## config.mk

```make
export PLATFORM = sky130hd
export DESIGN_NAME = c_subset_token_scanner_core
export DESIGN_NICKNAME = d
export VERILOG_FILES = /design/src/design/ctsc_pkg.sv /design/src/design/ctsc_classify.sv /design/src/design/ctsc_scan.sv /design/src/design/ctsc_out_buf.sv /design/src/design/c_subset_token_scanner_core.sv
export SDC_FILE = /design/constraint.sdc
export NUM_CORES = 1
export LEC_CHECK = 0
export BUFFER_PORTS_ARGS = -buffer_cell sky130_fd_sc_hd__buf_2
export CAP_MARGIN = 25
export CELL_PAD_IN_SITES_DETAIL_PLACEMENT = 2
export CELL_PAD_IN_SITES_GLOBAL_PLACEMENT = 2
export CORE_ASPECT_RATIO = 1.25
export CORE_MARGIN = 5
export CORE_UTILIZATION = 39
export CTS_CLUSTER_DIAMETER = 80
export DETAILED_ROUTE_END_ITERATION = 8
export PLACE_DENSITY = 0.79
export SLEW_MARGIN = 20
export SYNTH_ARGS = -nofsm -noshare
export SYNTH_HDL_FRONTEND = slang
export SYNTH_SLANG_ARGS = --single-unit
```

## constraint.sdc

```tcl
create_clock -name clk_i -period 9.95 [get_ports clk_i]
set_input_delay 1.99 -clock clk_i [delete_from_list [all_inputs] [get_ports clk_i]]
set_output_delay 1.99 -clock clk_i [all_outputs]
set_load 0.005 [all_outputs]
```

## src/design/ctsc_pkg.sv

```systemverilog
// ----------------------------------------------------------------------------
// ctsc_pkg: shared types and constants of the C subset token scanner
// Token kinds, byte codes, keyword table and operator tables.
// ----------------------------------------------------------------------------
`default_nettype none

package ctsc_pkg;

  localparam int unsigned DEF_LINE_BITS   = 16;
  localparam int unsigned DEF_COLUMN_BITS = 16;
  localparam int unsigned DEF_LENGTH_BITS = 8;

  localparam int unsigned KIND_BITS = 6;
  localparam int unsigned NUM_RES   = 3;
  localparam int unsigned KW_COUNT  = 11;

  // token kinds
  localparam logic [KIND_BITS-1:0] KIND_END     = 6'd0;
  localparam logic [KIND_BITS-1:0] KIND_IDENT   = 6'd1;
  localparam logic [KIND_BITS-1:0] KIND_INT     = 6'd2;
  localparam logic [KIND_BITS-1:0] KIND_KW0     = 6'd3;
  localparam logic [KIND_BITS-1:0] KIND_PLUS    = 6'd14;
  localparam logic [KIND_BITS-1:0] KIND_MINUS   = 6'd15;
  localparam logic [KIND_BITS-1:0] KIND_STAR    = 6'd16;
  localparam logic [KIND_BITS-1:0] KIND_SLASH   = 6'd17;
  localparam logic [KIND_BITS-1:0] KIND_PERCENT = 6'd18;
  localparam logic [KIND_BITS-1:0] KIND_EQEQ    = 6'd19;
  localparam logic [KIND_BITS-1:0] KIND_NE      = 6'd20;
  localparam logic [KIND_BITS-1:0] KIND_LT      = 6'd21;
  localparam logic [KIND_BITS-1:0] KIND_LE      = 6'd22;
  localparam logic [KIND_BITS-1:0] KIND_GT      = 6'd23;
  localparam logic [KIND_BITS-1:0] KIND_GE      = 6'd24;
  localparam logic [KIND_BITS-1:0] KIND_ANDAND  = 6'd25;
  localparam logic [KIND_BITS-1:0] KIND_OROR    = 6'd26;
  localparam logic [KIND_BITS-1:0] KIND_BANG    = 6'd27;
  localparam logic [KIND_BITS-1:0] KIND_ASSIGN  = 6'd28;
  localparam logic [KIND_BITS-1:0] KIND_SEMI    = 6'd29;
  localparam logic [KIND_BITS-1:0] KIND_COMMA   = 6'd30;
  localparam logic [KIND_BITS-1:0] KIND_LPAREN  = 6'd31;
  localparam logic [KIND_BITS-1:0] KIND_RPAREN  = 6'd32;
  localparam logic [KIND_BITS-1:0] KIND_LBRACE  = 6'd33;
  localparam logic [KIND_BITS-1:0] KIND_RBRACE  = 6'd34;
  localparam logic [KIND_BITS-1:0] KIND_UNKNOWN = 6'd35;

  // byte codes
  localparam logic [7:0] CHAR_LF      = 8'h0A;
  localparam logic [7:0] CHAR_CR      = 8'h0D;
  localparam logic [7:0] CHAR_TAB     = 8'h09;
  localparam logic [7:0] CHAR_VT      = 8'h0B;
  localparam logic [7:0] CHAR_FF      = 8'h0C;
  localparam logic [7:0] CHAR_SPACE   = 8'h20;
  localparam logic [7:0] CHAR_HASH    = 8'h23;
  localparam logic [7:0] CHAR_UNDER   = 8'h5F;
  localparam logic [7:0] CHAR_EQ      = 8'h3D;
  localparam logic [7:0] CHAR_BANG    = 8'h21;
  localparam logic [7:0] CHAR_LT      = 8'h3C;
  localparam logic [7:0] CHAR_GT      = 8'h3E;
  localparam logic [7:0] CHAR_AMP     = 8'h26;
  localparam logic [7:0] CHAR_BAR     = 8'h7C;
  localparam logic [7:0] CHAR_SLASH   = 8'h2F;
  localparam logic [7:0] CHAR_PLUS    = 8'h2B;
  localparam logic [7:0] CHAR_MINUS   = 8'h2D;
  localparam logic [7:0] CHAR_STAR    = 8'h2A;
  localparam logic [7:0] CHAR_PERCENT = 8'h25;
  localparam logic [7:0] CHAR_SEMI    = 8'h3B;
  localparam logic [7:0] CHAR_COMMA   = 8'h2C;
  localparam logic [7:0] CHAR_LPAREN  = 8'h28;
  localparam logic [7:0] CHAR_RPAREN  = 8'h29;
  localparam logic [7:0] CHAR_LBRACE  = 8'h7B;
  localparam logic [7:0] CHAR_RBRACE  = 8'h7D;

  // pending operator codes
  localparam logic [2:0] PEND_NONE  = 3'd0;
  localparam logic [2:0] PEND_EQ    = 3'd1;
  localparam logic [2:0] PEND_BANG  = 3'd2;
  localparam logic [2:0] PEND_LT    = 3'd3;
  localparam logic [2:0] PEND_GT    = 3'd4;
  localparam logic [2:0] PEND_AMP   = 3'd5;
  localparam logic [2:0] PEND_BAR   = 3'd6;
  localparam logic [2:0] PEND_SLASH = 3'd7;

  // keywords, in kind order starting at KIND_KW0
  localparam logic [7:0] KW_TEXT [KW_COUNT][8] = '{
    '{"i", "n", "t", "3", "2", "_", "t", 8'h00},
    '{"i", "n", "t", "6", "4", "_", "t", 8'h00},
    '{"b", "o", "o", "l", 8'h00, 8'h00, 8'h00, 8'h00},
    '{"v", "o", "i", "d", 8'h00, 8'h00, 8'h00, 8'h00},
    '{"i", "f", 8'h00, 8'h00, 8'h00, 8'h00, 8'h00, 8'h00},
    '{"e", "l", "s", "e", 8'h00, 8'h00, 8'h00, 8'h00},
    '{"r", "e", "t", "u", "r", "n", 8'h00, 8'h00},
    '{"t", "r", "u", "e", 8'h00, 8'h00, 8'h00, 8'h00},
    '{"f", "a", "l", "s", "e", 8'h00, 8'h00, 8'h00},
    '{"f", "o", "r", 8'h00, 8'h00, 8'h00, 8'h00, 8'h00},
    '{"w", "h", "i", "l", "e", 8'h00, 8'h00, 8'h00}
  };
  localparam logic [3:0] KW_LEN [KW_COUNT] = '{
    4'd7, 4'd7, 4'd4, 4'd4, 4'd2, 4'd4, 4'd6, 4'd4, 4'd5, 4'd3, 4'd5
  };

  typedef struct packed {
    logic                 letter;
    logic                 digit;
    logic                 blank;
    logic                 lf;
    logic                 cr;
    logic                 hash;
    logic [2:0]           pend_code;
    logic [KIND_BITS-1:0] single_kind;
  } byte_class_t;

  // kind of a pending operator that stands alone
  function automatic logic [KIND_BITS-1:0] pend_single(input logic [2:0] code);
    logic [KIND_BITS-1:0] k;
    unique case (code)
      PEND_EQ:    k = KIND_ASSIGN;
      PEND_BANG:  k = KIND_BANG;
      PEND_LT:    k = KIND_LT;
      PEND_GT:    k = KIND_GT;
      PEND_SLASH: k = KIND_SLASH;
      default:    k = KIND_UNKNOWN;
    endcase
    return k;
  endfunction

  // kind of a pending operator joined with its second byte
  function automatic logic [KIND_BITS-1:0] pend_pair(input logic [2:0] code);
    logic [KIND_BITS-1:0] k;
    unique case (code)
      PEND_EQ:   k = KIND_EQEQ;
      PEND_BANG: k = KIND_NE;
      PEND_LT:   k = KIND_LE;
      PEND_GT:   k = KIND_GE;
      PEND_AMP:  k = KIND_ANDAND;
      PEND_BAR:  k = KIND_OROR;
      default:   k = KIND_UNKNOWN;
    endcase
    return k;
  endfunction

  // second byte that completes a pair with the pending operator
  function automatic logic pend_pairs(input logic [2:0] code, input logic [7:0] b);
    logic hit;
    case (code)
      PEND_EQ, PEND_BANG, PEND_LT, PEND_GT: hit = (b == CHAR_EQ);
      PEND_AMP: hit = (b == CHAR_AMP);
      PEND_BAR: hit = (b == CHAR_BAR);
      default:  hit = 1'b0;
    endcase
    return hit;
  endfunction

endpackage

`default_nettype wire

```

## src/design/ctsc_classify.sv

```systemverilog
// ----------------------------------------------------------------------------
// ctsc_classify: byte classifier
// Sorts one source byte into letter, digit, blank, line break, hash,
// operator that may start a pair, or single-character token kind.
// ----------------------------------------------------------------------------
`default_nettype none

module ctsc_classify
  import ctsc_pkg::*;
(
  input  logic [7:0]  byte_i,
  output byte_class_t class_o
);

  always_comb begin
    class_o.letter = (byte_i == CHAR_UNDER) ||
                     (byte_i >= "A" && byte_i <= "Z") ||
                     (byte_i >= "a" && byte_i <= "z");
    class_o.digit  = (byte_i >= "0" && byte_i <= "9");
    class_o.blank  = (byte_i == CHAR_SPACE) || (byte_i == CHAR_TAB) ||
                     (byte_i == CHAR_FF) || (byte_i == CHAR_VT);
    class_o.lf     = (byte_i == CHAR_LF);
    class_o.cr     = (byte_i == CHAR_CR);
    class_o.hash   = (byte_i == CHAR_HASH);

    case (byte_i)
      CHAR_EQ:    class_o.pend_code = PEND_EQ;
      CHAR_BANG:  class_o.pend_code = PEND_BANG;
      CHAR_LT:    class_o.pend_code = PEND_LT;
      CHAR_GT:    class_o.pend_code = PEND_GT;
      CHAR_AMP:   class_o.pend_code = PEND_AMP;
      CHAR_BAR:   class_o.pend_code = PEND_BAR;
      CHAR_SLASH: class_o.pend_code = PEND_SLASH;
      default:    class_o.pend_code = PEND_NONE;
    endcase

    case (byte_i)
      CHAR_PLUS:    class_o.single_kind = KIND_PLUS;
      CHAR_MINUS:   class_o.single_kind = KIND_MINUS;
      CHAR_STAR:    class_o.single_kind = KIND_STAR;
      CHAR_PERCENT: class_o.single_kind = KIND_PERCENT;
      CHAR_SEMI:    class_o.single_kind = KIND_SEMI;
      CHAR_COMMA:   class_o.single_kind = KIND_COMMA;
      CHAR_LPAREN:  class_o.single_kind = KIND_LPAREN;
      CHAR_RPAREN:  class_o.single_kind = KIND_RPAREN;
      CHAR_LBRACE:  class_o.single_kind = KIND_LBRACE;
      CHAR_RBRACE:  class_o.single_kind = KIND_RBRACE;
      default:      class_o.single_kind = KIND_UNKNOWN;
    endcase
  end

endmodule

`default_nettype wire

```

## src/design/ctsc_scan.sv

```systemverilog
// ----------------------------------------------------------------------------
// ctsc_scan: scanner state and single-pass step logic
// Holds the scan state and, for the item in the input register, works out
// up to three tokens and the next state in one pass.
// ----------------------------------------------------------------------------
`default_nettype none

module ctsc_scan
  import ctsc_pkg::*;
#(
  parameter int unsigned LINE_BITS   = DEF_LINE_BITS,
  parameter int unsigned COLUMN_BITS = DEF_COLUMN_BITS,
  parameter int unsigned LENGTH_BITS = DEF_LENGTH_BITS
) (
  input  logic                   clk_i,
  input  logic                   rst_ni,
  input  logic                   advance_i,
  input  logic [7:0]             byte_i,
  input  logic                   present_i,
  input  logic                   eot_i,
  input  byte_class_t            class_i,
  output logic [1:0]             res_count_o,
  output logic [KIND_BITS-1:0]   res_kind_o   [NUM_RES],
  output logic [LINE_BITS-1:0]   res_line_o   [NUM_RES],
  output logic [COLUMN_BITS-1:0] res_column_o [NUM_RES],
  output logic [LENGTH_BITS-1:0] res_length_o [NUM_RES]
);

  typedef enum logic [2:0] {
    MODE_IDLE,
    MODE_WORD,
    MODE_NUMBER,
    MODE_COMMENT,
    MODE_PENDING
  } mode_e;

  localparam logic [LINE_BITS-1:0]   LINE_ONE = LINE_BITS'(1);
  localparam logic [COLUMN_BITS-1:0] COL_ONE  = COLUMN_BITS'(1);
  localparam logic [LENGTH_BITS-1:0] LEN_ONE  = LENGTH_BITS'(1);
  localparam logic [LENGTH_BITS-1:0] LEN_TWO  = LENGTH_BITS'(2);

  mode_e                  mode_q, mode_d;
  logic [2:0]             pend_q, pend_d;
  logic                   cr_q, cr_d;
  logic [LINE_BITS-1:0]   line_q, line_d;
  logic [COLUMN_BITS-1:0] col_q, col_d;
  logic [LINE_BITS-1:0]   tok_line_q, tok_line_d;
  logic [COLUMN_BITS-1:0] tok_col_q, tok_col_d;
  logic [LENGTH_BITS-1:0] cnt_q, cnt_d;
  logic [KW_COUNT-1:0]    mask_q, mask_d;

  logic                   do_idle;
  logic [1:0]             n_v;

  function automatic logic [KW_COUNT-1:0] mask_after(input logic [KW_COUNT-1:0] mask,
                                                     input logic [LENGTH_BITS-1:0] pos,
                                                     input logic [7:0] b);
    logic [KW_COUNT-1:0] m;
    m = mask;
    for (int k = 0; k < KW_COUNT; k++) begin
      if (pos >= LENGTH_BITS'(KW_LEN[k]) || KW_TEXT[k][pos[2:0]] != b) begin
        m[k] = 1'b0;
      end
    end
    return m;
  endfunction

  function automatic logic [KIND_BITS-1:0] close_kind(input logic word,
                                                      input logic [KW_COUNT-1:0] mask,
                                                      input logic [LENGTH_BITS-1:0] cnt);
    logic [KIND_BITS-1:0] kind;
    kind = word ? KIND_IDENT : KIND_INT;
    if (word) begin
      for (int k = 0; k < KW_COUNT; k++) begin
        if (mask[k] && cnt == LENGTH_BITS'(KW_LEN[k])) begin
          kind = KIND_KW0 + KIND_BITS'(k);
        end
      end
    end
    return kind;
  endfunction

  always_comb begin
    mode_d     = mode_q;
    pend_d     = pend_q;
    cr_d       = cr_q;
    line_d     = line_q;
    col_d      = col_q;
    tok_line_d = tok_line_q;
    tok_col_d  = tok_col_q;
    cnt_d      = cnt_q;
    mask_d     = mask_q;
    do_idle    = 1'b0;
    n_v        = 2'd0;
    for (int i = 0; i < NUM_RES; i++) begin
      res_kind_o[i]   = KIND_END;
      res_line_o[i]   = line_q;
      res_column_o[i] = col_q;
      res_length_o[i] = '0;
    end

    if (present_i) begin
      // LF right after CR belongs to the same line break
      if (!(cr_d && class_i.lf)) begin
        unique case (mode_q)
          MODE_WORD, MODE_NUMBER: begin
            if (class_i.digit || (mode_q == MODE_WORD && class_i.letter)) begin
              if (mode_q == MODE_WORD) begin
                mask_d = mask_after(mask_q, cnt_q, byte_i);
              end
              if (cnt_q != '1) cnt_d = cnt_q + LEN_ONE;
              if (col_d != '1) col_d = col_d + COL_ONE;
            end else begin
              res_kind_o[n_v]   = close_kind(mode_q == MODE_WORD, mask_q, cnt_q);
              res_line_o[n_v]   = tok_line_q;
              res_column_o[n_v] = tok_col_q;
              res_length_o[n_v] = cnt_q;
              n_v               = n_v + 2'd1;
              mode_d            = MODE_IDLE;
              do_idle           = 1'b1;
            end
          end
          MODE_COMMENT: begin
            if (class_i.lf || class_i.cr) begin
              mode_d  = MODE_IDLE;
              do_idle = 1'b1;
            end else if (col_d != '1) begin
              col_d = col_d + COL_ONE;
            end
          end
          MODE_PENDING: begin
            mode_d = MODE_IDLE;
            pend_d = PEND_NONE;
            if (pend_q == PEND_SLASH && byte_i == CHAR_SLASH) begin
              mode_d = MODE_COMMENT;
              if (col_d != '1) col_d = col_d + COL_ONE;
            end else if (pend_pairs(pend_q, byte_i)) begin
              res_kind_o[n_v]   = pend_pair(pend_q);
              res_line_o[n_v]   = tok_line_q;
              res_column_o[n_v] = tok_col_q;
              res_length_o[n_v] = LEN_TWO;
              n_v               = n_v + 2'd1;
              if (col_d != '1) col_d = col_d + COL_ONE;
            end else begin
              res_kind_o[n_v]   = pend_single(pend_q);
              res_line_o[n_v]   = tok_line_q;
              res_column_o[n_v] = tok_col_q;
              res_length_o[n_v] = LEN_ONE;
              n_v               = n_v + 2'd1;
              do_idle           = 1'b1;
            end
          end
          default: begin
            mode_d  = MODE_IDLE;
            do_idle = 1'b1;
          end
        endcase
      end
      cr_d = 1'b0;

      if (do_idle) begin
        if (class_i.lf || class_i.cr) begin
          if (line_d != '1) line_d = line_d + LINE_ONE;
          col_d = COL_ONE;
          cr_d  = class_i.cr;
        end else if (class_i.blank) begin
          if (col_d != '1) col_d = col_d + COL_ONE;
        end else if (class_i.hash) begin
          mode_d = MODE_COMMENT;
          if (col_d != '1) col_d = col_d + COL_ONE;
        end else if (class_i.letter || class_i.digit || class_i.pend_code != PEND_NONE) begin
          if (class_i.letter) begin
            mode_d = MODE_WORD;
            mask_d = mask_after('1, '0, byte_i);
          end else if (class_i.digit) begin
            mode_d = MODE_NUMBER;
          end else begin
            mode_d = MODE_PENDING;
            pend_d = class_i.pend_code;
          end
          tok_line_d = line_d;
          tok_col_d  = col_d;
          cnt_d      = LEN_ONE;
          if (col_d != '1) col_d = col_d + COL_ONE;
        end else begin
          res_kind_o[n_v]   = class_i.single_kind;
          res_line_o[n_v]   = line_d;
          res_column_o[n_v] = col_d;
          res_length_o[n_v] = LEN_ONE;
          n_v               = n_v + 2'd1;
          if (col_d != '1) col_d = col_d + COL_ONE;
        end
      end
    end

    if (eot_i) begin
      if (mode_d == MODE_WORD || mode_d == MODE_NUMBER) begin
        res_kind_o[n_v]   = close_kind(mode_d == MODE_WORD, mask_d, cnt_d);
        res_line_o[n_v]   = tok_line_d;
        res_column_o[n_v] = tok_col_d;
        res_length_o[n_v] = cnt_d;
        n_v               = n_v + 2'd1;
      end else if (mode_d == MODE_PENDING) begin
        res_kind_o[n_v]   = pend_single(pend_d);
        res_line_o[n_v]   = tok_line_d;
        res_column_o[n_v] = tok_col_d;
        res_length_o[n_v] = LEN_ONE;
        n_v               = n_v + 2'd1;
      end
      res_kind_o[n_v]   = KIND_END;
      res_line_o[n_v]   = line_d;
      res_column_o[n_v] = col_d;
      res_length_o[n_v] = '0;
      n_v               = n_v + 2'd1;
      // back to the reset state for the next text
      mode_d     = MODE_IDLE;
      pend_d     = PEND_NONE;
      cr_d       = 1'b0;
      line_d     = LINE_ONE;
      col_d      = COL_ONE;
      tok_line_d = LINE_ONE;
      tok_col_d  = COL_ONE;
      cnt_d      = '0;
      mask_d     = '1;
    end

    res_count_o = n_v;
  end

  always_ff @(posedge clk_i or negedge rst_ni) begin
    if (!rst_ni) begin
      mode_q     <= MODE_IDLE;
      pend_q     <= PEND_NONE;
      cr_q       <= 1'b0;
      line_q     <= LINE_ONE;
      col_q      <= COL_ONE;
      tok_line_q <= LINE_ONE;
      tok_col_q  <= COL_ONE;
      cnt_q      <= '0;
      mask_q     <= '1;
    end else if (advance_i) begin
      mode_q     <= mode_d;
      pend_q     <= pend_d;
      cr_q       <= cr_d;
      line_q     <= line_d;
      col_q      <= col_d;
      tok_line_q <= tok_line_d;
      tok_col_q  <= tok_col_d;
      cnt_q      <= cnt_d;
      mask_q     <= mask_d;
    end
  end

endmodule

`default_nettype wire

```

## src/design/ctsc_out_buf.sv

```systemverilog
// ----------------------------------------------------------------------------
// ctsc_out_buf: result register
// Holds the tokens of one item and hands them out one per transaction,
// marking the final one. Takes the next item's tokens as the last leaves.
// ----------------------------------------------------------------------------
`default_nettype none

module ctsc_out_buf
  import ctsc_pkg::*;
#(
  parameter int unsigned LINE_BITS   = DEF_LINE_BITS,
  parameter int unsigned COLUMN_BITS = DEF_COLUMN_BITS,
  parameter int unsigned LENGTH_BITS = DEF_LENGTH_BITS
) (
  input  logic                   clk_i,
  input  logic                   rst_ni,
  input  logic                   load_i,
  input  logic [1:0]             load_count_i,
  input  logic [KIND_BITS-1:0]   load_kind_i   [NUM_RES],
  input  logic [LINE_BITS-1:0]   load_line_i   [NUM_RES],
  input  logic [COLUMN_BITS-1:0] load_column_i [NUM_RES],
  input  logic [LENGTH_BITS-1:0] load_length_i [NUM_RES],
  output logic                   can_load_o,
  output logic                   out_valid_o,
  input  logic                   out_ready_i,
  output logic [KIND_BITS-1:0]   token_kind_o,
  output logic [LINE_BITS-1:0]   start_line_o,
  output logic [COLUMN_BITS-1:0] start_column_o,
  output logic [LENGTH_BITS-1:0] token_length_o,
  output logic                   last_of_run_o
);

  logic [1:0]             cnt_q;
  logic [KIND_BITS-1:0]   kind_q   [NUM_RES];
  logic [LINE_BITS-1:0]   line_q   [NUM_RES];
  logic [COLUMN_BITS-1:0] column_q [NUM_RES];
  logic [LENGTH_BITS-1:0] length_q [NUM_RES];
  logic                   pop;

  assign pop        = out_valid_o && out_ready_i;
  assign can_load_o = (cnt_q == 2'd0) || (cnt_q == 2'd1 && out_ready_i);

  assign out_valid_o    = (cnt_q != 2'd0);
  assign last_of_run_o  = (cnt_q == 2'd1);
  assign token_kind_o   = kind_q[0];
  assign start_line_o   = line_q[0];
  assign start_column_o = column_q[0];
  assign token_length_o = length_q[0];

  always_ff @(posedge clk_i or negedge rst_ni) begin
    if (!rst_ni) begin
      cnt_q <= 2'd0;
    end else if (load_i) begin
      cnt_q <= load_count_i;
    end else if (pop) begin
      cnt_q <= cnt_q - 2'd1;
    end
  end

  always_ff @(posedge clk_i) begin
    if (load_i) begin
      kind_q   <= load_kind_i;
      line_q   <= load_line_i;
      column_q <= load_column_i;
      length_q <= load_length_i;
    end else if (pop) begin
      // slide the remaining tokens toward the port
      for (int i = 0; i < NUM_RES - 1; i++) begin
        kind_q[i]   <= kind_q[i+1];
        line_q[i]   <= line_q[i+1];
        column_q[i] <= column_q[i+1];
        length_q[i] <= length_q[i+1];
      end
    end
  end

endmodule

`default_nettype wire

```

## src/design/c_subset_token_scanner_core.sv

```systemverilog
// ----------------------------------------------------------------------------
// c_subset_token_scanner_core: streaming token scanner for a small C subset
// Takes source text a byte per transaction and reports tokens with their
// kind, start line and column, and length.
// ----------------------------------------------------------------------------
// Usage:
//   Input channel (in_valid_i / in_ready_o): one byte per transaction, with
//   byte_present_i low for a bare flush and end_of_text_i high on the last
//   item of a text. The end token follows and the scanner starts over.
//   Output channel (out_valid_o / out_ready_i): one token per transaction;
//   an item yields zero to three tokens, last_of_run_o marks its last.
//   The first token of an item is offered once the item has moved from the
//   input register into the result register.
//   The scanner takes one item per cycle while each yields at most one token
//   and the receiver is ready; after an item with several tokens, the next
//   item waits in the input register while the result register drains one
//   token per cycle while the receiver is ready. Items that yield no token
//   pass through even while the result register is stalled.
//   When the receiver stalls, the result register holds its tokens, the
//   input register fills, and in_ready_o drops.
//   Reset puts the scanner at line 1, column 1, between tokens, with both
//   registers empty.
// ----------------------------------------------------------------------------
`default_nettype none

module c_subset_token_scanner_core
  import ctsc_pkg::*;
#(
  parameter int unsigned LINE_BITS   = DEF_LINE_BITS,
  parameter int unsigned COLUMN_BITS = DEF_COLUMN_BITS,
  parameter int unsigned LENGTH_BITS = DEF_LENGTH_BITS
) (
  input  logic                   clk_i,
  input  logic                   rst_ni,
  input  logic                   in_valid_i,
  output logic                   in_ready_o,
  input  logic [7:0]             text_byte_i,
  input  logic                   byte_present_i,
  input  logic                   end_of_text_i,
  output logic                   out_valid_o,
  input  logic                   out_ready_i,
  output logic [KIND_BITS-1:0]   token_kind_o,
  output logic [LINE_BITS-1:0]   start_line_o,
  output logic [COLUMN_BITS-1:0] start_column_o,
  output logic [LENGTH_BITS-1:0] token_length_o,
  output logic                   last_of_run_o
);

  logic        in_valid_q;
  logic [7:0]  byte_q;
  logic        present_q;
  logic        eot_q;
  logic        take;
  logic        can_load;
  byte_class_t byte_class;

  logic [1:0]             res_count;
  logic [KIND_BITS-1:0]   res_kind   [NUM_RES];
  logic [LINE_BITS-1:0]   res_line   [NUM_RES];
  logic [COLUMN_BITS-1:0] res_column [NUM_RES];
  logic [LENGTH_BITS-1:0] res_length [NUM_RES];

  assign take       = in_valid_q && (res_count == 2'd0 || can_load);
  assign in_ready_o = !in_valid_q || take;

  always_ff @(posedge clk_i or negedge rst_ni) begin
    if (!rst_ni) begin
      in_valid_q <= 1'b0;
    end else if (in_ready_o) begin
      in_valid_q <= in_valid_i;
    end
  end

  always_ff @(posedge clk_i) begin
    if (in_valid_i && in_ready_o) begin
      byte_q    <= text_byte_i;
      present_q <= byte_present_i;
      eot_q     <= end_of_text_i;
    end
  end

  ctsc_classify u_classify (
    .byte_i  (byte_q),
    .class_o (byte_class)
  );

  ctsc_scan #(
    .LINE_BITS   (LINE_BITS),
    .COLUMN_BITS (COLUMN_BITS),
    .LENGTH_BITS (LENGTH_BITS)
  ) u_scan (
    .clk_i        (clk_i),
    .rst_ni       (rst_ni),
    .advance_i    (take),
    .byte_i       (byte_q),
    .present_i    (present_q),
    .eot_i        (eot_q),
    .class_i      (byte_class),
    .res_count_o  (res_count),
    .res_kind_o   (res_kind),
    .res_line_o   (res_line),
    .res_column_o (res_column),
    .res_length_o (res_length)
  );

  ctsc_out_buf #(
    .LINE_BITS   (LINE_BITS),
    .COLUMN_BITS (COLUMN_BITS),
    .LENGTH_BITS (LENGTH_BITS)
  ) u_out_buf (
    .clk_i          (clk_i),
    .rst_ni         (rst_ni),
    .load_i         (take && res_count != 2'd0),
    .load_count_i   (res_count),
    .load_kind_i    (res_kind),
    .load_line_i    (res_line),
    .load_column_i  (res_column),
    .load_length_i  (res_length),
    .can_load_o     (can_load),
    .out_valid_o    (out_valid_o),
    .out_ready_i    (out_ready_i),
    .token_kind_o   (token_kind_o),
    .start_line_o   (start_line_o),
    .start_column_o (start_column_o),
    .token_length_o (token_length_o),
    .last_of_run_o  (last_of_run_o)
  );

endmodule

`default_nettype wire
```

Yosys cells after proc, flatten, opt, wreduce, memory -nomap -nowiden:

Memory sizes are Yosys's and may differ from the RTL's.
Cells that the tools add are included.

* register bits: 241
* ROM bits: 704
* memories: 11

* $add $sub $neg: 8
* $lt $le $gt $ge: 19
* equality and inequality tests: 80
* multiplexer cells: 288
* bitwise logic cells: 14
* reduce and logical (&&, ||, !) cells: 71

Memories
* (no name shown): words 8, width 8, read ports 1, clocked after memory_dff 0, wr ports 0, RTL line ctsc_scan.sv:61 `if (pos >= LENGTH_BITS'(KW_LEN[k]) || KW_TEXT[k][pos[2:0]] != b) begin`
* (no name shown): words 8, width 8, read ports 1, clocked after memory_dff 0, wr ports 0, RTL line ctsc_scan.sv:61
* (no name shown): words 8, width 8, read ports 1, clocked after memory_dff 0, wr ports 0, RTL line ctsc_scan.sv:61
* (no name shown): words 8, width 8, read ports 1, clocked after memory_dff 0, wr ports 0, RTL line ctsc_scan.sv:61
* (no name shown): words 8, width 8, read ports 1, clocked after memory_dff 0, wr ports 0, RTL line ctsc_scan.sv:61
* (no name shown): words 8, width 8, read ports 1, clocked after memory_dff 0, wr ports 0, RTL line ctsc_scan.sv:61
* 5 more memories

Operators by type and width (number)
* 48-bit 2-to-1 mux: 20
* 16-bit 2-to-1 mux: 44
* 8-bit 2-to-1 mux: 40
* 48-bit bitwise mux: 6
* 24-bit 2-to-1 mux: 10
* 6-bit 2-to-1 mux: 37
* 18-bit 2-to-1 mux: 10
* 11-bit 2-to-1 mux: 12
* 8-bit by 6-bit equality test with 1-bit output (second input constant): 16
* 32-bit 2-to-1 mux: 4
* 16-bit demux with 2-bit select: 3
* 8-bit inequality test: 11
* 3-bit 2-to-1 mux: 23
* 8-bit by 3-bit equality test with 1-bit output (second input constant): 8
* 7-bit by 8-bit inequality test with 1-bit output (first input constant): 8
* 16-bit case mux with 2 select lines: 2
* 6-bit case mux with 10 select lines: 1
* 6-bit case mux with 5 select lines: 2
* 18-bit bitwise mux: 3
* 16-bit by 1-bit adder with 16-bit output (second input constant): 3
* 8-bit demux with 2-bit select: 3
* 16-bit inequality test (second input constant): 3
* 16-bit case mux with 3 select lines: 1
* 21-bit bitwise AND: 2
* 49 further kinds: 208

Depth between registers and ports, before layout:

Gate-level depths: netlist of run 1.

* word-level depth: 39
* gate-level depth with buffers: 23
* gate-level depth less buffers: 19

Cells and area by module:

From an unflattened synthesis of run 1, not the netlist that was laid out.

* cell total of the unflattened synthesis: 2176
* area total of the unflattened synthesis: 19309.8 um^2

By module, submodules not included
* ctsc_scan: instances 1, cells an instance 1769, area each 12632.1 um^2, seq. area each 2270.9 um^2
* ctsc_out_buf: instances 1, cells an instance 305, area each 5773.0 um^2, seq. area each 4194.0 um^2
* ctsc_classify: instances 1, cells an instance 85, area each 534.3 um^2, seq. area each 0.0 um^2
* c_subset_token_scanner_core: instances 1, cells an instance 17, area each 370.4 um^2, seq. area each 325.3 um^2

Least setup slack after synthesis of run 1:

OpenSTA, ideal clock, no wires.

* path type: register -> register
* from: register byte_q[7]
* to: register u_out_buf.column_q[16] (netlist name), enable pin
* setup time: 0.454 ns
* arrival time: 6.566 ns
* slack: 2.930 ns
* cell stages (with the launch flop): 18
* clock period less this slack: 7.020 ns
* cell sequence: edfxtp_1 > clkbuf_1 > nor4_2 > o211ai_1 > o21ai_1 > a211oi_4 > a2111oi_2 > o21ba_1 > clkbuf_1 > o21a_1 > clkbuf_1 > nor2_1 > a21boi_0 > ha_1 > a31o_2 > buf_4 > buf_2 > nand2_1

* cells in the longest elaborated chain, start to end: 28
* elaborated cells on any way between the ends: 91
* those cells by class: add/sub (3); order compare (6); eq/ne (18); mux (41); reduce/logical (23)

Ends and longest elaborated chain
* start: declaration: RTL line c_subset_token_scanner_core.sv:50 `logic [7:0] byte_q;`
* start signal: assignment: RTL line c_subset_token_scanner_core.sv:76 `byte_q <= text_byte_i;`
* 8-bit by 7-bit >= comparator with 1-bit output or 8-bit by 7-bit less-or-equal comparator with 1-bit output (tied branches): RTL line ctsc_classify.sv:17 `(byte_i >= "A" && byte_i <= "Z") ||`
* 1-bit logical AND: RTL line ctsc_classify.sv:17
* 1-bit logical OR: RTL line ctsc_classify.sv:16 `class_o.letter = (byte_i == CHAR_UNDER) ||`
* 1-bit logical OR: RTL line ctsc_classify.sv:17
* 1-bit logical AND: RTL line ctsc_scan.sv:107 `if (class_i.digit || (mode_q == MODE_WORD && class_i.letter)) begin`
* 1-bit logical OR: RTL line ctsc_scan.sv:107
* 1-bit 2-to-1 mux: RTL line ctsc_scan.sv:107
* 2-bit case mux with 2 select lines: RTL line ctsc_scan.sv:105 `unique case (mode_q)`
* (+12 left out)
* 2-bit 2-to-1 mux: RTL line ctsc_scan.sv:196 `if (eot_i) begin`
* 2-bit by 1-bit adder with 2-bit output: RTL line ctsc_scan.sv:214 `n_v = n_v + 2'd1;`
* 2-bit 2-to-1 mux (*): RTL line ctsc_scan.sv:196
* 2-bit zero test: RTL line c_subset_token_scanner_core.sv:63 `assign take = in_valid_q && (res_count == 2'd0 || can_load);`
* 1-bit logical OR: RTL line c_subset_token_scanner_core.sv:63
* 1-bit logical AND: RTL line c_subset_token_scanner_core.sv:63
* 1-bit logical AND (*): RTL line c_subset_token_scanner_core.sv:113 `.load_i (take && res_count != 2'd0),`
* 2-bit nonzero test (no line) (*)
* end signal: assignment: RTL line ctsc_out_buf.sv:64 `column_q <= load_column_i;`
* end signal: indexed assignment: RTL line ctsc_out_buf.sv:71 `column_q[i] <= column_q[i+1];`
* end: declaration: RTL line ctsc_out_buf.sv:36 `logic [COLUMN_BITS-1:0] column_q [NUM_RES];`

Every way passes the cells marked *; elsewhere a longest branch is shown, timed or not. The select of a mux whose other input is x is not followed.
A chain may end at the register's enable or synchronous reset.

Worst setup path after layout of run 1:

* from: register byte_q[1]
* to: output in_ready_o

* cells in the longest elaborated chain, start to end: 27
* elaborated cells on any way between the ends: 89
* those cells by class: add/sub (3); order compare (6); eq/ne (18); mux (41); reduce/logical (21)

Ends and longest elaborated chain
* 8-bit by 7-bit >= comparator with 1-bit output or 8-bit by 7-bit less-or-equal comparator with 1-bit output (tied branches): RTL line ctsc_classify.sv:17
* 1-bit logical AND: RTL line ctsc_classify.sv:17
* 1-bit logical OR: RTL line ctsc_classify.sv:16
* 1-bit logical OR: RTL line ctsc_classify.sv:17
* 1-bit logical AND: RTL line ctsc_scan.sv:107
* 1-bit logical OR: RTL line ctsc_scan.sv:107
* 1-bit 2-to-1 mux: RTL line ctsc_scan.sv:107
* 2-bit case mux with 2 select lines: RTL line ctsc_scan.sv:105
* (+11 left out)
* 2-bit 2-to-1 mux: RTL line ctsc_scan.sv:197 `if (mode_d == MODE_WORD || mode_d == MODE_NUMBER) begin`
* 2-bit 2-to-1 mux: RTL line ctsc_scan.sv:196
* 2-bit by 1-bit adder with 2-bit output: RTL line ctsc_scan.sv:214
* 2-bit 2-to-1 mux (*): RTL line ctsc_scan.sv:196
* 2-bit zero test (*): RTL line c_subset_token_scanner_core.sv:63
* 1-bit logical OR (*): RTL line c_subset_token_scanner_core.sv:63
* 1-bit logical AND (*): RTL line c_subset_token_scanner_core.sv:63
* 1-bit logical OR (*): RTL line c_subset_token_scanner_core.sv:64 `assign in_ready_o = !in_valid_q || take;`
* end: declaration: RTL line c_subset_token_scanner_core.sv:36 `output logic in_ready_o,`

Marks and branches as above.

==> results of run 1 <==
power by group through the flow:
stage	clock, uW	combinational [uW]	sequential (uW)
floorplan	0	2530	1720
global placement	0	3670	1840
detailed placement	0	3810	1860
CTS	1150	3840	1840
global route	1190	4170	1870
finish	1140	3940	1840
cells in the mapped netlist (43+ instances only):
cell / instances / area, um2
nand3_1: 69 / 345
buf_4: 48 / 360
o31ai_1: 67 / 503
clkbuf_1: 163 / 612
o21ai_0: 148 / 741
nor2_1: 245 / 920
nand2_1: 319 / 1200
dfrtp_1: 78 / 1950
edfxtp_1: 148 / 4440
nor3_1: 65 / 325
inv_1: 43 / 161
a21oi_1: 153 / 766
worst reg2reg max path: cells and delay by family (launching register included):
family          cells  cell delay [ps]
compound gates     10             3550
buf+inv             2             1300
simple gates        3             1130
flops               1              790
fa+ha+maj           1              740
cells by family after synthesis:
family                     share of synthesized area [%]
and+or+nand+nor                                     22.8
AOI/OAI and AO/OA                                   28.3
buffers and inverters                               7.29
DFF                                                 36.0
xor gates and xnor gates                            2.28
muxes                                               1.86
adders and majority gates                           1.39
per-stage QoR:
stage	utilization (%)	area [um2]
after floorplan	-	18900
after global placement	40.0	19200
after detailed placement	40.1	19300
after CTS	42.1	20300
after global routing	42.3	20300
final	42.3	20300
cell type report:
| class | count | area [um2] |
|---|---|---|
| multi-input combinational | 1790 | 10800 |
| inverter | 45 | 170 |
| timing repair buffer | 116 | 797 |
| sequential | 241 | 6790 |
| clock inverter | 8 | 104 |
| fill | 5442 | 27800 |
| clock buffer | 46 | 891 |
| tap | 644 | 806 |
flip-flops by register name, indices dropped and copies added, names as in the netlist:
signal,count
byte_q,8
eot_q,1
in_valid_q,1
present_q,1
u_out_buf.cnt_q,2
u_out_buf.column_q,32
u_out_buf.kind_q,12
u_out_buf.length_q,16
u_out_buf.line_q,32
u_out_buf.start_column_o,16
u_out_buf.start_line_o,16
u_out_buf.token_kind_o,6
u_out_buf.token_length_o,8
u_scan.cnt_q,8
u_scan.col_q,16
u_scan.cr_q,1
u_scan.line_q,16
u_scan.mask_q,11
u_scan.mode_q,3
u_scan.pend_q,3
u_scan.tok_col_q,16
u_scan.tok_line_q,16
metal layers:
layer  track usage (%)  vias up  part of all wire [%]
met3              4.97      228                   6.9
li1                  -     8480                     -
met1              40.3     9993                    40
met5                 0        -                     0
met4              14.0        0                   5.1
met2              51.9      779                    48
how the worst max path moves through the flow:
| stage | start | end | slack [ps] | cells after the start |
|---|---|---|---|---|
| floorplan | byte_q[7] | u_out_buf.column_q[16] | 2930 | 17 |
| global placement | byte_q[4] | u_out_buf.token_length_o[2] | 2420 | 16 |
| detailed placement | byte_q[4] | u_out_buf.token_length_o[5] | 2090 | 15 |
| CTS | byte_q[4] | in_ready_o | 1720 | 13 |
| global route | byte_q[1] | in_ready_o | 1250 | 14 |
| finish | byte_q[1] | in_ready_o | 1660 | 14 |
cell usage in the layout (no fill, tap or decap), types with 31 or more instances in the layout:
master     netlist  final
o22ai_1         42     42
nor2_1         245    242
o31ai_1         67     66
edfxtp_1       148    148
buf_4           48     48
inv_1           43     42
dfrtp_1         78     78
nand2_1        319    318
o21ai_0        148    146
buf_2           33     62
nand3_1         69     68
a21oi_1        153    153
a22oi_1         32     32
a31oi_1         31     31
clkbuf_16        0     31
nor3_1          65     64
==> qor.yml, run 1 <==
grt:
  antenna_found_initial: 1
  grt_max_degree: 155
  grt_pass1_wl_mm: 129
  grt_overflow: 0
  grt_pass1_vias: 20500
  grt_use_total_pct: 31.4
placement:
  place.gp.congestion: 0.939
  dp_slack_ps: 2090
  io_buffers: 62
  hpwl_mm: 60.1
  dp_cells: 2832
floorplanning:
  ios: 63
  rows: 90
  die_y_um: 256
  dieArea_mm2: 0.0529
  core_area_mm2: 0.0481
  die_x_um: 207
  start_util_pct: 39.2
pwr:
  ir_drop_v: 0.000200
  power_density_mw_per_mm2: 340
  combinationalPowerShare_pct: 57.0
  clockPowerShare_pct: 16.4
  switching_power_uw: 3600
  p_leak_uw: 0.00714
  seqPwrFrac_pct: 26.6
  p_sw_share_pct: 52.0
  finalPower_uw: 6920
  p_int_uw: 3320
setup_path:
  reg2reg_slack_ps: 2180
  crit_top_cell: "o21a_1"
  crit_path_max_incr_delay_ps: 790
  worstPathMaxFanout: 24
  path_class: "reg -> out"
  path_cells: "buf_4, and2_1, o2111a_1, o21a_1, a211oi_4, a2111oi_2, o21ba_1, o21a_1, nor2_1, a21boi_0, ha_1, nand3_1, o2111ai_1, buf_2"
  reg2reg_to: "u_out_buf.token_kind_o[3]"
  cp_num_buf_inv: 2
  slowest_stage: "edfxtp_1"
  cp-end-kind: "primary output"
  worst_ep_arrival_time_ps: 6300
  reg2reg_from: "byte_q[1]"
  startpoint_type: "flip-flop"
  reg2regPathDepth: 16
  critPathTopFamily: "compound AO/OA/AOI/OAI gates"
  crit_required_ps: 7960
cts:
  cts_root_buf: "clkbuf_16"
  h-tree-depth: 1
  cts-resized-gates: 0
  worstSkewPairLatency_ps: 590
  clk_pin_slew_ps: 50
  clk_path_buf_depth: 3
  cts_setup_buffers: 0
  cts_tree: "done"
  postCtsHoldBufs: 0
  clock_sinks: 241
  cts_buffers: 29
yosys:
  syn_area_mm2: 0.0189
  ys_warn_count: 0
  ys_types: 103
  synth_area_per_cell_um2: 8.07
  postSynthCellCount: 2336
  syn_nets: 2371
  ys.flop_type: "edfxtp_1"
  synth.ff_latch_count: 241
  synthArstFlopShare_pct: 38.6
  ys_seq_area_share_pct: 36.0
  synth-edff-count: 148
route:
  drt_drc_violations_left: 0
  via_per_inst: 6.74
  ant_nets: 0
  avgRoutedWirePerCell_um: 29.9
  drt_pass1_iterations: 5
  routed_wl_mm: 86.3
  num_vias: 19500
  drt_iter0_drc: 1670
outcome:
  status: "completed"
cells_and_area:
  num_antenna_cells: 0
  design.final.nets: 2258
  stdcell_count: 2890
  drive_above_1_share_pct: 11.0
  syn_to_final_growth_pct: 7.78
min_path:
  hp-class: "reg -> reg"
  hold_depth: 2
  min-delay-start: "u_scan.tok_col_q[3]"
  min_to: "u_scan.tok_col_q[3]"
sta:
  setup_violations: 0
  fin_tns_setup_ps: 0
  max_freq_mhz: 121
  finalCritPeriodShare_pct: 83.3
  skew_ps: 20.1
  maxSlewViolCount: 0
  rsz0062_at_grt: "no"
  slew_headroom_pct: 27.0
  fin_ws_ps: 1660
  finalHoldViolations: 0
  whs_ps: 512
  fin_crit_ps: 8290
  tightest_slew_ps: 1090
flow_run:
  maxCapViolCount: 0
Note: power is estimated with default switching activity, not from simulation.
==> inputs of run 2 (changes only) <==
--- a/config.mk
+++ b/config.mk
@@ -11,10 +11,10 @@
 export CELL_PAD_IN_SITES_GLOBAL_PLACEMENT = 2
 export CORE_ASPECT_RATIO = 1.25
 export CORE_MARGIN = 5
-export CORE_UTILIZATION = 39
+export CORE_UTILIZATION = 35
 export CTS_CLUSTER_DIAMETER = 80
 export DETAILED_ROUTE_END_ITERATION = 8
-export PLACE_DENSITY = 0.79
+export PLACE_DENSITY = 0.74
 export SLEW_MARGIN = 20
 export SYNTH_ARGS = -nofsm -noshare
 export SYNTH_HDL_FRONTEND = slang
==> constraint.sdc (replaced) <==
create_clock -name clk_i -period 6.85 [get_ports clk_i]
set_input_delay 1.37 -clock clk_i [delete_from_list [all_inputs] [get_ports clk_i]]
set_output_delay 1.37 -clock clk_i [all_outputs]
set_load 0.005 [all_outputs]
==> qor.yml, run 2 (same netlist as run 1, synthesis figures left out) <==
sta:
  fin_ws_ps: 201  # -1460 ps
  fin_tns_setup_ps: 0  # unchanged
  maxSlewViolCount: 0  # unchanged
  finalCritPeriodShare_pct: 97.1
  tightest_slew_ps: 1150  # +58.2 ps
  skew_ps: 36.0  # +16.0 ps
  finalHoldViolations: 0  # unchanged
  slew_headroom_pct: 22.4  # -4.6 points
  whs_ps: 508  # -4.08 ps
  max_freq_mhz: 150
  setup_violations: 0  # unchanged
  rsz0062_at_grt: "no"
  fin_crit_ps: 6650
floorplanning:
  rows: 95  # +5.6%
  die_y_um: 270  # +5.3%
  dieArea_mm2: 0.0587  # +11%
  core_area_mm2: 0.0536  # +11%
  start_util_pct: 35.2  # -4.0 points
  ios: 63  # unchanged
  die_x_um: 218  # +5.3%
setup_path:
  crit_top_cell: "ha_1"
  reg2regPathDepth: 18  # +2
  slowest_stage: "or4b_4"
  cp_num_buf_inv: 2  # unchanged
  startpoint: "byte_q[6]"
  cp-end-kind: "primary output"
  worst_ep_arrival_time_ps: 5280  # -1020 ps
  reg2reg_from: "byte_q[6]"
  endpoint: "in_ready_o"
  reg2reg_to: "u_out_buf.start_column_o[7]"
  reg2reg_slack_ps: 640  # -1540 ps
  cp.depth: 14  # unchanged
  startpoint_type: "flip-flop"
  critPathTopFamily: "simple AND/OR/NAND/NOR gates"
  path_cells: "or4b_4, or4_4, and2_1, a211oi_4, buf_6, nor2_1, mux2_2, ha_1, nand2_1, a21boi_1, ha_1, nand3_1, o2111ai_1, buf_2"
  worstPathMaxFanout: 18  # -25%
  crit_path_max_incr_delay_ps: 590  # -200 ps
  path_class: "reg -> out"
  crit_required_ps: 5480  # -2480 ps
cells_and_area:
  multi_input_area_mm2: 0.0108  # +0.29%
  num_antenna_cells: 0  # unchanged
  layout_commonest_cell: "nand2_1"
  top_regs: "u_out_buf.column_q (32), u_out_buf.line_q (32)"
  final_cell_mix: "nand2_1 (318), nor2_1 (243), a21oi_1 (153)"
  nFillCells: 6002  # +10%
  seqCellArea_mm2: 0.00679  # unchanged
  syn_to_final_growth_pct: 11.9
  drive_above_1_share_pct: 13.2  # +2.2 points
  design.final.nets: 2311  # +2.3%
flow_run:
  maxCapViolCount: 0  # unchanged
cts:
  worstSkewPairLatency_ps: 570  # -20 ps
  postCtsHoldBufs: 0  # unchanged
  cts_tree: "done"
  cts_buffers: 35  # +21%
  h-tree-depth: 2  # +1
  clk_path_buf_depth: 3  # unchanged
  clk_pin_slew_ps: 50  # about the same
  clock_sinks: 241  # unchanged
  cts_root_buf: "clkbuf_16"
pwr:
  p_leak_uw: 0.00750  # +5.1%
  ir_drop_v: 0.000288  # +44%
  finalPower_uw: 10700  # +55%
  power_density_mw_per_mm2: 508  # +49%
grt:
  grt_max_degree: 116  # -25%
  antenna_found_initial: 2  # +1
  grt_pass1_wl_mm: 135  # +4.5%
  grt_pass1_vias: 21000  # +2.2%
  grt_overflow: 0  # unchanged
  grt_use_total_pct: 29.6  # -1.8 points
route:
  avgRoutedWirePerCell_um: 29.7  # -0.54%
  via_per_inst: 6.51  # -3.4%
  drt_drc_violations_left: 0  # unchanged
  num_vias: 19700  # +1.2%
  routed_wl_mm: 90.0  # +4.2%
  ant_nets: 0  # unchanged
  drt_pass1_iterations: 7  # +2
  drt_iter0_drc: 1626  # -2.6%
min_path:
  hp-class: "reg -> reg"
placement:
  hpwl_mm: 63.4  # +5.4%
  io_buffers: 62  # unchanged
  dp_slack_ps: 458  # -1630 ps
  place.gp.congestion: 0.929  # -1.1%
outcome:
  status: "completed"
run 2: cell types whose count changed in the layout (fill, tap and decap cells not counted), sizes merged:
cell,delta
buf,+49
bufinv,+5
clkbuf,-5
clkinv,+8
clkdlybuf4s15,-1
run 2: report_power, final:
| group | switching, uW | internal, uW |
|---|---|---|
| Sequential | 299 | 2320 |
| Clock | 760 | 1250 |
| Combinational | 4390 | 1700 |
run 2: repair_timing:
item	in CTS	in global routing
gates resized for setup	2	7
buffers inserted	1	5
pin swaps	0	0
setup endpoints to repair	1	1
run 2: area by class of cell:
| type | count | area share, % |
|---|---|---|
| Clock buffer | 42 | 4.47 |
| Tap cell | 727 | 4.31 |
| Inverter | 45 | 0.806 |
| Sequential cell | 241 | 32.2 |
| Clock inverter | 21 | 1.46 |
| Timing Repair Buffer | 163 | 5.58 |
| Multi-Input combinational cell | 1790 | 51.2 |
run 2: worst min path at each step:
stage                        start                  end  slack [ps]  depth (start not counted)
6_report          u_scan.mask_q[8]     u_scan.mask_q[8]         510                          2
2_1_floorplan  u_scan.tok_col_q[3]  u_scan.tok_col_q[3]         460                          2
5_1_grt           u_scan.mask_q[8]     u_scan.mask_q[8]         540                          2
3_5_place_dp      u_scan.mask_q[8]     u_scan.mask_q[8]         500                          2
4_1_cts           u_scan.mask_q[8]     u_scan.mask_q[8]         510                          2
3_3_place_gp   u_scan.tok_col_q[3]  u_scan.tok_col_q[3]         470                          2
run 2: metal layers:
layer  vias to the layer above  track usage (%)  share of wire (%)
li1                       8604                -                  -
met1                     10200             37.4                 41
met2                       686             50.7                 49
met3                       232             4.31                5.9
met4                         2             12.1                4.5
met5                         -                0              0.012
run 2: worst register-to-register path: cells and delay by family, from the launching register on:
family / cells / cell delay, ps
buf+inv: 3 / 640
mux: 1 / 280
xor+xnor: 1 / 180
flops: 1 / 520
simple gates: 4 / 1730
compound gates: 8 / 2440
fa+ha+maj: 1 / 250
run 2: per-stage QoR:
stage               instances  utilization [%]  cell area [um2]
finish                   3029             39.4            21100
global route             3029             39.4            21100
CTS                      3023             39.2            21000
detailed placement       2959             36.8            19700
global placement         2956             36.7            19700
floorplan                2336                -            18900
